<file path="config.mk">
export PLATFORM = sky130hd
export DESIGN_NAME = priority_stack
export DESIGN_NICKNAME = d
export VERILOG_FILES = /design/src/rtl/prst_pkg.sv /design/src/rtl/priority_stack.sv /design/src/rtl/prst_ram.sv
export VERILOG_INCLUDE_DIRS = /design/src /design/src/rtl
export SDC_FILE = /design/constraint.sdc
export NUM_CORES = 1
export LEC_CHECK = 0
export ABC_CLOCK_PERIOD_IN_PS = 7300
export CAP_MARGIN = 15
export CORE_ASPECT_RATIO = 1.25
export CORE_MARGIN = 10
export CORE_UTILIZATION = 61
export CTS_CLUSTER_DIAMETER = 100
export DETAILED_ROUTE_END_ITERATION = 12
export DONT_BUFFER_PORTS = 1
export GPL_ROUTABILITY_DRIVEN = 0
export GPL_TIMING_DRIVEN = 0
export PLACE_DENSITY = 0.79
export SLEW_MARGIN = 20
export SYNTH_ARGS = -nofsm -noshare
export SYNTH_HDL_FRONTEND = slang
export SYNTH_HIERARCHICAL = 1
export SYNTH_SLANG_ARGS = --single-unit
</file>
<file path="constraint.sdc">
create_clock -name clk -period 7.3 [get_ports clk]
set_input_delay 0.365 -clock clk [delete_from_list [all_inputs] [get_ports clk]]
set_output_delay 0.365 -clock clk [all_outputs]
set_load 0.01 [all_outputs]
</file>
<file path="src/rtl/assert_macros.svh">
`ifndef ASSERT_MACROS_SVH
`define ASSERT_MACROS_SVH

// clocked check, off during reset
`define PRST_ASSERT(lbl, prop, msg) \
  lbl: assert property (@(posedge clk) disable iff (rst) prop) \
    else $error(msg);

// clocked check, also through reset
`define PRST_ASSERT_ALWAYS(lbl, prop, msg) \
  lbl: assert property (@(posedge clk) prop) \
    else $error(msg);

`endif

</file>
<file path="src/rtl/prst_pkg.sv">
package prst_pkg;

  localparam int CAPACITY_DEF       = 16;
  localparam int VALUE_WIDTH_DEF    = 32;
  localparam int PRIORITY_WIDTH_DEF = 8;

  localparam logic OP_PUSH = 1'b0;
  localparam logic OP_POP  = 1'b1;

  typedef enum logic [1:0] {
    ST_OK,
    ST_POP_EMPTY,
    ST_PUSH_FULL
  } status_t;

  typedef enum logic [1:0] {
    S_IDLE,
    S_PUSH,
    S_PUSH_HEAD,
    S_POP
  } state_t;

endpackage

</file>
<file path="src/rtl/priority_stack.sv">
// Channel   Handshake            Fields
// request   start, busy          opcode, item_value, item_priority
// result    done (1-cycle pulse) head_value, head_priority, entry_count, is_empty, status
//
// A request is taken when start is high and busy is low; its result pulses done later.
// Entries sit in a single RAM, head at address 0; one compare-and-move step per cycle.
// Push: finishes from idle when full or empty; else shifts entries down, tail first.
// Pop: finishes from idle for up to one entry, else shifts entries up toward the head.
// Synchronous reset empties the stack at once; RAM contents are left as they are.
// The result pulse cannot be held off; a new request may be taken in the done cycle.
`include "assert_macros.svh"

module priority_stack
  import prst_pkg::*;
#(
  parameter int CAPACITY       = CAPACITY_DEF,
  parameter int VALUE_WIDTH    = VALUE_WIDTH_DEF,
  parameter int PRIORITY_WIDTH = PRIORITY_WIDTH_DEF
) (
  input  logic                               clk,
  input  logic                               rst,
  input  logic                               start,
  output logic                               busy,
  input  logic                               opcode,
  input  logic [VALUE_WIDTH-1:0]             item_value,
  input  logic [PRIORITY_WIDTH-1:0]          item_priority,
  output logic                               done,
  output logic [VALUE_WIDTH-1:0]             head_value,
  output logic [PRIORITY_WIDTH-1:0]          head_priority,
  output logic [$clog2(CAPACITY+1)-1:0]      entry_count,
  output logic                               is_empty,
  output logic [1:0]                         status
);

  localparam int AW = $clog2(CAPACITY);
  localparam int CW = $clog2(CAPACITY + 1);
  localparam int EW = VALUE_WIDTH + PRIORITY_WIDTH;

  state_t                    state, state_next;
  logic [AW-1:0]             idx, idx_next;
  logic [CW-1:0]             count, count_next;
  logic [VALUE_WIDTH-1:0]    new_val, new_val_next;
  logic [PRIORITY_WIDTH-1:0] new_pri, new_pri_next;
  logic [VALUE_WIDTH-1:0]    top_val, top_val_next;
  logic [PRIORITY_WIDTH-1:0] top_pri, top_pri_next;

  logic                      finish;
  status_t                   fin_status;

  logic                      we, re;
  logic [AW-1:0]             waddr, raddr;
  logic [EW-1:0]             wdata, rdata;
  logic [VALUE_WIDTH-1:0]    rd_val;
  logic [PRIORITY_WIDTH-1:0] rd_pri;

  prst_ram #(
    .WIDTH (EW),
    .DEPTH (CAPACITY)
  ) u_ram (
    .clk   (clk),
    .we    (we),
    .waddr (waddr),
    .wdata (wdata),
    .re    (re),
    .raddr (raddr),
    .rdata (rdata)
  );

  assign rd_val = rdata[EW-1:PRIORITY_WIDTH];
  assign rd_pri = rdata[PRIORITY_WIDTH-1:0];
  assign busy   = (state != S_IDLE);

  always_ff @(posedge clk) begin
    if (rst) begin
      state <= S_IDLE;
      count <= '0;
      done  <= 1'b0;
    end else begin
      state <= state_next;
      count <= count_next;
      done  <= finish;
    end
  end

  always_ff @(posedge clk) begin
    idx     <= idx_next;
    new_val <= new_val_next;
    new_pri <= new_pri_next;
    top_val <= top_val_next;
    top_pri <= top_pri_next;
    if (finish) begin
      status      <= fin_status;
      entry_count <= count_next;
      is_empty    <= (count_next == '0);
      head_value  <= (count_next == '0) ? '0 : top_val_next;
      head_priority <= (count_next == '0) ? '0 : top_pri_next;
    end
  end

  always_comb begin
    state_next   = state;
    idx_next     = idx;
    count_next   = count;
    new_val_next = new_val;
    new_pri_next = new_pri;
    top_val_next = top_val;
    top_pri_next = top_pri;
    finish       = 1'b0;
    fin_status   = ST_OK;
    we           = 1'b0;
    waddr        = '0;
    wdata        = '0;
    re           = 1'b0;
    raddr        = '0;
    unique case (state)
      S_IDLE: begin
        if (start) begin
          if (opcode == OP_PUSH) begin
            new_val_next = item_value;
            new_pri_next = item_priority;
            if (count == CW'(CAPACITY)) begin
              finish     = 1'b1;
              fin_status = ST_PUSH_FULL;
            end else if (count == '0) begin
              we           = 1'b1;
              wdata        = {item_value, item_priority};
              top_val_next = item_value;
              top_pri_next = item_priority;
              count_next   = CW'(1);
              finish       = 1'b1;
            end else begin
              re         = 1'b1;
              raddr      = AW'(count - 1'b1);
              idx_next   = AW'(count - 1'b1);
              state_next = S_PUSH;
            end
          end else begin
            if (count == '0) begin
              finish     = 1'b1;
              fin_status = ST_POP_EMPTY;
            end else if (count == CW'(1)) begin
              count_next = '0;
              finish     = 1'b1;
            end else begin
              re         = 1'b1;
              raddr      = AW'(1);
              idx_next   = AW'(1);
              state_next = S_POP;
            end
          end
        end
      end
      S_PUSH: begin
        we    = 1'b1;
        waddr = idx + 1'b1;
        if (rd_pri > new_pri) begin
          wdata      = {new_val, new_pri};
          count_next = count + 1'b1;
          finish     = 1'b1;
          state_next = S_IDLE;
        end else begin
          wdata = rdata;
          if (idx == '0) begin
            state_next = S_PUSH_HEAD;
          end else begin
            re       = 1'b1;
            raddr    = idx - 1'b1;
            idx_next = idx - 1'b1;
          end
        end
      end
      S_PUSH_HEAD: begin
        we           = 1'b1;
        wdata        = {new_val, new_pri};
        top_val_next = new_val;
        top_pri_next = new_pri;
        count_next   = count + 1'b1;
        finish       = 1'b1;
        state_next   = S_IDLE;
      end
      S_POP: begin
        we    = 1'b1;
        waddr = idx - 1'b1;
        wdata = rdata;
        if (idx == AW'(1)) begin
          top_val_next = rd_val;
          top_pri_next = rd_pri;
        end
        if (CW'(idx) == count - 1'b1) begin
          count_next = count - 1'b1;
          finish     = 1'b1;
          state_next = S_IDLE;
        end else begin
          re       = 1'b1;
          raddr    = idx + 1'b1;
          idx_next = idx + 1'b1;
        end
      end
      default: begin
        state_next = S_IDLE;
      end
    endcase
  end

  `PRST_ASSERT_ALWAYS(a_done_when_idle, done |-> !busy, "result pulsed while busy")
  `PRST_ASSERT(a_accept_progress, (start && !busy) |=> (busy || done),
               "accepted request neither in progress nor finished")
  `PRST_ASSERT(a_count_bound, done |-> (entry_count <= CW'(CAPACITY)),
               "entry count beyond capacity")
  `PRST_ASSERT(a_full_status, (done && status == ST_PUSH_FULL) |-> (entry_count == CW'(CAPACITY)),
               "push-full status with spare room")

endmodule

</file>
<file path="src/rtl/prst_ram.sv">
module prst_ram #(
  parameter int WIDTH = 40,
  parameter int DEPTH = 16
) (
  input  logic                     clk,
  input  logic                     we,
  input  logic [$clog2(DEPTH)-1:0] waddr,
  input  logic [WIDTH-1:0]         wdata,
  input  logic                     re,
  input  logic [$clog2(DEPTH)-1:0] raddr,
  output logic [WIDTH-1:0]         rdata
);

  logic [WIDTH-1:0] mem [DEPTH];

  always_ff @(posedge clk) begin
    if (we) begin
      mem[waddr] <= wdata;
    end
    if (re) begin
      rdata <= mem[raddr];
    end
  end

endmodule
</file>
# --- Word level (Yosys, flattened, before mapping) ---
# Memory sizes are Yosys's and may differ from the RTL's. A register that Yosys moved wholly into a read port is not among the register bits.
# Index checks and enable logic that the tools add are counted.
# Widths: inputs -> output; s select.
word_totals:
  ram_bits: 640
  mem_count: 1
  input_bits: 44
  reg_bits: 140
  output_inout_bits: 50
  elab_cells: 133
mem_list:
  columns: ["name", "words", "width", "read_ports", "rd_clocked_by_memory_dff", "wr", "line_no", "rtl"]
  rows:
  - ["u_ram.mem", 16, 40, 1, 1, 1, "prst_ram.sv:14", "logic [WIDTH-1:0] mem [DEPTH];"]
classes:
  n_bitwise: 1
  order_cmp: 1
  n_reduce_logical: 11
  mux: 86
  n_eq_ne: 16
  n_addsub: 4
op_table:
  columns: ["op", "n"]
  rows:
  - ["$mux 40", 5]
  - ["$mux 32", 5]
  - ["$pmux 40 s4", 1]
  - ["$pmux 32 s3", 1]
  - ["$mux 4", 16]
  - ["$mux 5", 8]
  - ["$mux 8", 5]
  - ["$mux 1", 25]
  - ["$pmux 4 s3", 2]
  - ["$pmux 8 s3", 1]
  - ["$mux 2", 11]
  - ["$pmux 5 s4", 1]
  - ["$ne 2x2->1 const B", 6]
  - ["$logic_not 5->1", 2]
  - ["$ne 3x3->1 const B", 3]
  - ["$gt 8x8->1", 1]
  - ["$pmux 2 s4", 1]
  - ["$pmux 4 s2", 1]
  - ["$reduce_and 8->1", 1]
  - ["$reduce_and 6->1", 1]
  - ["$add 5x1->5 const B", 1]
  - ["$eq 4x5->1", 1]
  - ["$eq 5x1->1 const B", 1]
  - ["$eq 5x5->1 const B", 1]
  - ["other kinds (17)", 18]

# --- Depth between registers and ports, before layout ---
depth:
  depth_word: 8
  depth_mapped: 16
  depth_no_buf: 12

# --- Cells and area by module ---
# The synthesis kept the hierarchy.
modules_own_cells:
  columns: ["module", "cells_each", "seq_area_each_um2", "area_each_um2", "instances"]
  rows:
  - ["prst_ram", 1040, 20419.6, 25530.7, 1]
  - ["priority_stack", 690, 3723.6, 7194.4, 1]

# --- Worst setup path before layout ---
# Ideal clock, no wire load.
synth_timing:
  path_type: "register -> register"
  from: "register count[1]"
  to: "memory u_ram.mem[0][0], enable pin"
  path_buffers: 2
  arrival_time_ns: 5.152
  slack_ns: 1.661
  setup_ns: 0.487
  stages_incl_launch_ff: 9
  required_ns: 6.813
  synth_period_minus_slack_ns: 5.639
  cell_sequence: "dfxtp_1 -> buf_2 -> inv_1 -> ha_1 -> or3b_1 -> buf_2 -> o41ai_1 -> or3b_2 -> nor3_1"
synth_between:
  elab_chain_len: 8
  elab_cells_between_ends: 9
  classes_between: "eq/ne: 1; mux: 7; reduce/logical: 1"
synth_lines:
  columns: ["element", "line_no", "rtl"]
  rows:
  - ["start, declared", "priority_stack.sv:41", "logic [CW-1:0] count, count_next;"]
  - ["start signal, assigned", "priority_stack.sv:80", "count <= count_next;"]
  - ["$logic_not 5->1", "priority_stack.sv:124", "end else if (count == '0) begin"]
  - ["$mux 1", "priority_stack.sv:124", null]
  - ["$mux 1 *", "priority_stack.sv:121", "if (count == CW'(CAPACITY)) begin"]
  - ["$mux 1 *", "priority_stack.sv:118", "if (opcode == OP_PUSH) begin"]
  - ["$mux 1 *", "priority_stack.sv:117", "if (start) begin"]
  - ["$pmux 1 s2 *", "priority_stack.sv:115", "unique case (state)"]
  - ["named net we", "priority_stack.sv:50", "logic we, re;"]
  - ["$mux 1 *", "prst_ram.sv:17", "if (we) begin"]
  - ["$mux 1 (implied by the code) *", "prst_ram.sv:18", "mem[waddr] <= wdata;"]
  - ["end, declared", "prst_ram.sv:14", null]
# Mark *: on every way through the listed nets, which the timed path passes. The rest lies on a longest branch.

# --- Worst setup path after layout ---
layout_timing:
  from: "register count[0]"
  to: "register u_ram.rdata[11] (read register of u_ram.mem), data pin"
layout_between:
  elab_chain_len: 6
  elab_cells_between_ends: 21
  classes_between: "add/sub: 1; eq/ne: 3; mux: 16; reduce/logical: 1"
layout_lines:
  columns: ["element", "line_no", "rtl"]
  rows:
  - ["$sub 5x1->5 or $logic_not 5->1 (tied branches)", "priority_stack.sv:189, priority_stack.sv:124, priority_stack.sv:138", null]
  - ["$mux 4", "priority_stack.sv:124", null]
  - ["$mux 4", "priority_stack.sv:121", null]
  - ["$mux 4", "priority_stack.sv:118", null]
  - ["$mux 4", "priority_stack.sv:117", null]
  - ["$pmux 4 s3 *", "priority_stack.sv:115", null]
  - ["named net raddr[1]", "priority_stack.sv:51", "logic [AW-1:0] waddr, raddr;"]
  - ["end, declared", "prst_ram.sv:11", "output logic [WIDTH-1:0] rdata"]
# Marked as above.
# A chain may end at the register's enable or synchronous reset.

==> results.md <==
* Largest net degree at the start of global routing at 26
* Num CTS Buffers at 76
* Post-Syn Nets at 1789
* Post-CTS setup buffers at 0
* Residual DRC at 0
* Row cnt at 94
* Die width at between 200 and 250 um
* Multi-input gate area at approximately 7700 um2
* Clk_lat worst skew at roughly 0.64 ns
* Total track usage at 0.293
* CTS Buffer Depth at 3
* Clock sink count at between 800 and 900
* CTS tree: built
* Worst path max stage delay at between 0.6 and 0.7 ns
* Pleak at roughly 13 nW
* Synth Register Bits at 820
* Ys flop type: edfxtp_1
* Die height at approximately 280 um
* DP HPWL at 56800 um
* Via-per-instance ratio at just over 7
* CP max FO at 10
* Tcrit/Tclk final at 0.685
* Worst-Margin Slew at ~1.2 ns
* Die area at 63400 um2
* Cells after Synth at approximately 1700
* Filler instances at between 2000 and 3000
* Post-route ant nets at 0
* Clock slew at reported path FFs at ~0.06 ns
* Final hold vios at 0
* Synth cell types at 72
* Routed length per placed instance at roughly 34 um
* Synth warnings at 6
* CORE AREA at around 53000 um2
* Area Overhead vs Synth at 15.3%
* EDFF count, synth at 772
* Final wirelength at about 91000 um
* DR pass1 iterations at 9
* Share of cells above drive strength 1 at 0.178
* Buffers on Ports at 0
* Hold Path Stages at 4
* Non-filler cells, final at approximately 2700
* Reg-to-Reg Start: count[0]
* Hold endpoint: top_val[30]
* H-tree Lvls at 3
* Hold Crit Class: in -> reg
* Root Buffer: clkbuf_16
* Worst reg2reg setup slack at 2.30 ns
* Post-cts resize count at 0
* HP Start: item_value[30]
* Initial DRC Count at between 3000 and 4000
* Final nets at ~2000
* Via count at approximately 19000
* Endpoints failing setup at 0
* Boundary Pins at 94
* Relative slew slack at 0.205
* Area contributors post-synth: edfxtp_1, mux4_2, mux4_1
* Worst setup EP type: flop
* Leading cell types in the layout, fill and taps excluded: edfxtp_1, nand2_1, a22oi_1
* RSZ-0062 raised after global routing: false
* Layout Skew at about 0.025 ns
* Cells after DPL at 2468
* Grt ovf at 0
* Count of final max-slew check failures at 0
* Most common cell after layout, fill and taps aside: edfxtp_1
* Mean Syn Cell Area at about 19 um2
* Fmax at about 200 MHz
* Synth top area share at 0.708
* Crit path launch type: flop
* Worst VDD drop at a little over 200 uV
* Post-synth top area cell: edfxtp_1
* Final core occ at 0.713
* Mapped Area at between 30000 and 40000 um2
* Async S/R FF share, synth at 0
* FF/Latch Area at 24100 um2
* Critical-path cell list: clkinv_1 > ha_1 > xor2_1 > o22ai_4 > o211a_2 > nor2_1 > nand2_1 > o221ai_1 > buf_2 > buf_2 > buf_1 > mux4_1 > a22oi_1 > nand2_1
* Outcome: completed
* Crit path kind: reg -> reg
* Max Cap Violations at 0
* Crit path DAT at 5.39 ns
* Min Tclk post-route at 5.00 ns
* CP required at about 7.7 ns
* First-pass GRT wire length at around 130000 um
* Sequential fraction of the synthesis area at 0.738
* Reg2reg end: u_ram/rdata[11]
* Worst reg2reg path depth at 14
* Initial antenna violation count at 1
* Cell area power density at 351 nW/um2
* Vias in the first global route at 19468
* Starting Density at 0.618
* CP max-delay cell: buf_1
## how the worst max path moves through the flow
stage               startpoint                to  slack, ns  cells after the start
finish                count[0]   u_ram/rdata[11]       2.30                     14
global route          count[0]   u_ram/rdata[11]       2.16                     15
CTS                   count[0]   u_ram/rdata[15]       2.54                     14
detailed placement    count[0]    u_ram/rdata[2]       2.54                     15
global placement      count[0]  u_ram/mem[0][24]      -2.62                      7
floorplan             count[1]   u_ram/mem[0][0]       1.66                      8
## cells in the mapped netlist (all sizes together), types with 2 or more instances
library cell	instances
a2111oi	2
a211o	3
a211oi	2
a21oi	9
a222oi	58
a22oi	102
a31oi	43
a32oi	2
and2	34
and3	4
buf	39
clkbuf	69
dfxtp	48
edfxtp	772
ha	15
inv	93
mux2	2
mux2i	14
mux4	160
nand2	121
nand2b	2
nand3	6
nand3b	2
nand4	5
nor2	32
nor2b	9
nor3	10
nor4	5
o211a	2
o211ai	17
o21ai	5
o22ai	2
o31a	2
or2	5
or3	3
or3b	2
xnor2	8
xor2	2
## stage by stage
| stage | TNS [ns] | area, um2 | total power, W | setup WS (ns) | hold slack [ns] |
|---|---|---|---|---|---|
| 3_5_place_dp | 0 | 34800 | 0.00920 | 2.54 | 0.439 |
| 4_1_cts | 0 | 37700 | 0.0132 | 2.54 | 0.00117 |
| 3_3_place_gp | -341.84 | 33600 | 0.00901 | -2.62 | 0.439 |
| 2_1_floorplan | 0 | 32700 | 0.00818 | 1.66 | 0.434 |
| 5_1_grt | 0 | 37700 | 0.0136 | 2.16 | 0.0416 |
| 6_report | 0 | 37700 | 0.0133 | 2.30 | 0.0322 |
## routing by layer
layer	routed length, um	part of all wire	global-route usage
met1	29700	0.33	0.370
met2	43500	0.48	0.460
met3	13100	0.14	0.0854
met4	5000	0.055	0.141
met5	13	0.00014	0
## critical path, delay by kind of cell, from the launching register on
kind	cells	cell delay (ns)
adders and majority gates	1	0.41
and+or+nand+nor	3	0.49
xor gates and xnor gates	1	0.40
AOI/OAI and AO/OA	4	0.81
DFF	1	0.55
muxes	1	0.47
buffers and inverters	4	1.60
## state kept, by name (all words and copies together), names as in the netlist
name           cells
count              5
state              2
idx                4
status             2
is_empty           1
done               1
new_val           32
top_pri            8
u_ram/mem        640
head_priority      8
entry_count        5
u_ram/rdata       40
new_pri            8
top_val           32
head_value        32
## logic make-up after synthesis
| group | synth area share |
|---|---|
| AOI/OAI and AO/OA | 0.0643 |
| xor gates and xnor gates | 0.00336 |
| adders and majority gates | 0.00574 |
| buffers and inverters | 0.0307 |
| DFF | 0.738 |
| muxes | 0.122 |
| and+or+nand+nor | 0.0361 |
## power by group
part           total (W)  switching, W  internal [W]
clock            0.00396       0.00172       0.00224
combinational    0.00303       0.00194       0.00109
sequential       0.00627      0.000268       0.00600
total             0.0133       0.00393       0.00933
## layout make-up
type                            count  area share
Buffer                            108      0.0173
Tap cell                          672      0.0223
Inverter                           94     0.00935
Clock buffer                       97      0.0550
Antenna cell                        1   0.0000663
Timing Repair Buffer              107      0.0408
Clock inverter                     43      0.0107
Sequential cell                   820       0.640
Multi-Input combinational cell    708       0.204
## repair_timing
| item | CTS | global route |
|---|---|---|
| endpoints found under the hold margin | 49 | 0 |
| setup endpoints to repair | 0 | 0 |
| hold buffers | 41 | 0 |
Power figures use the tool's default switching activity.
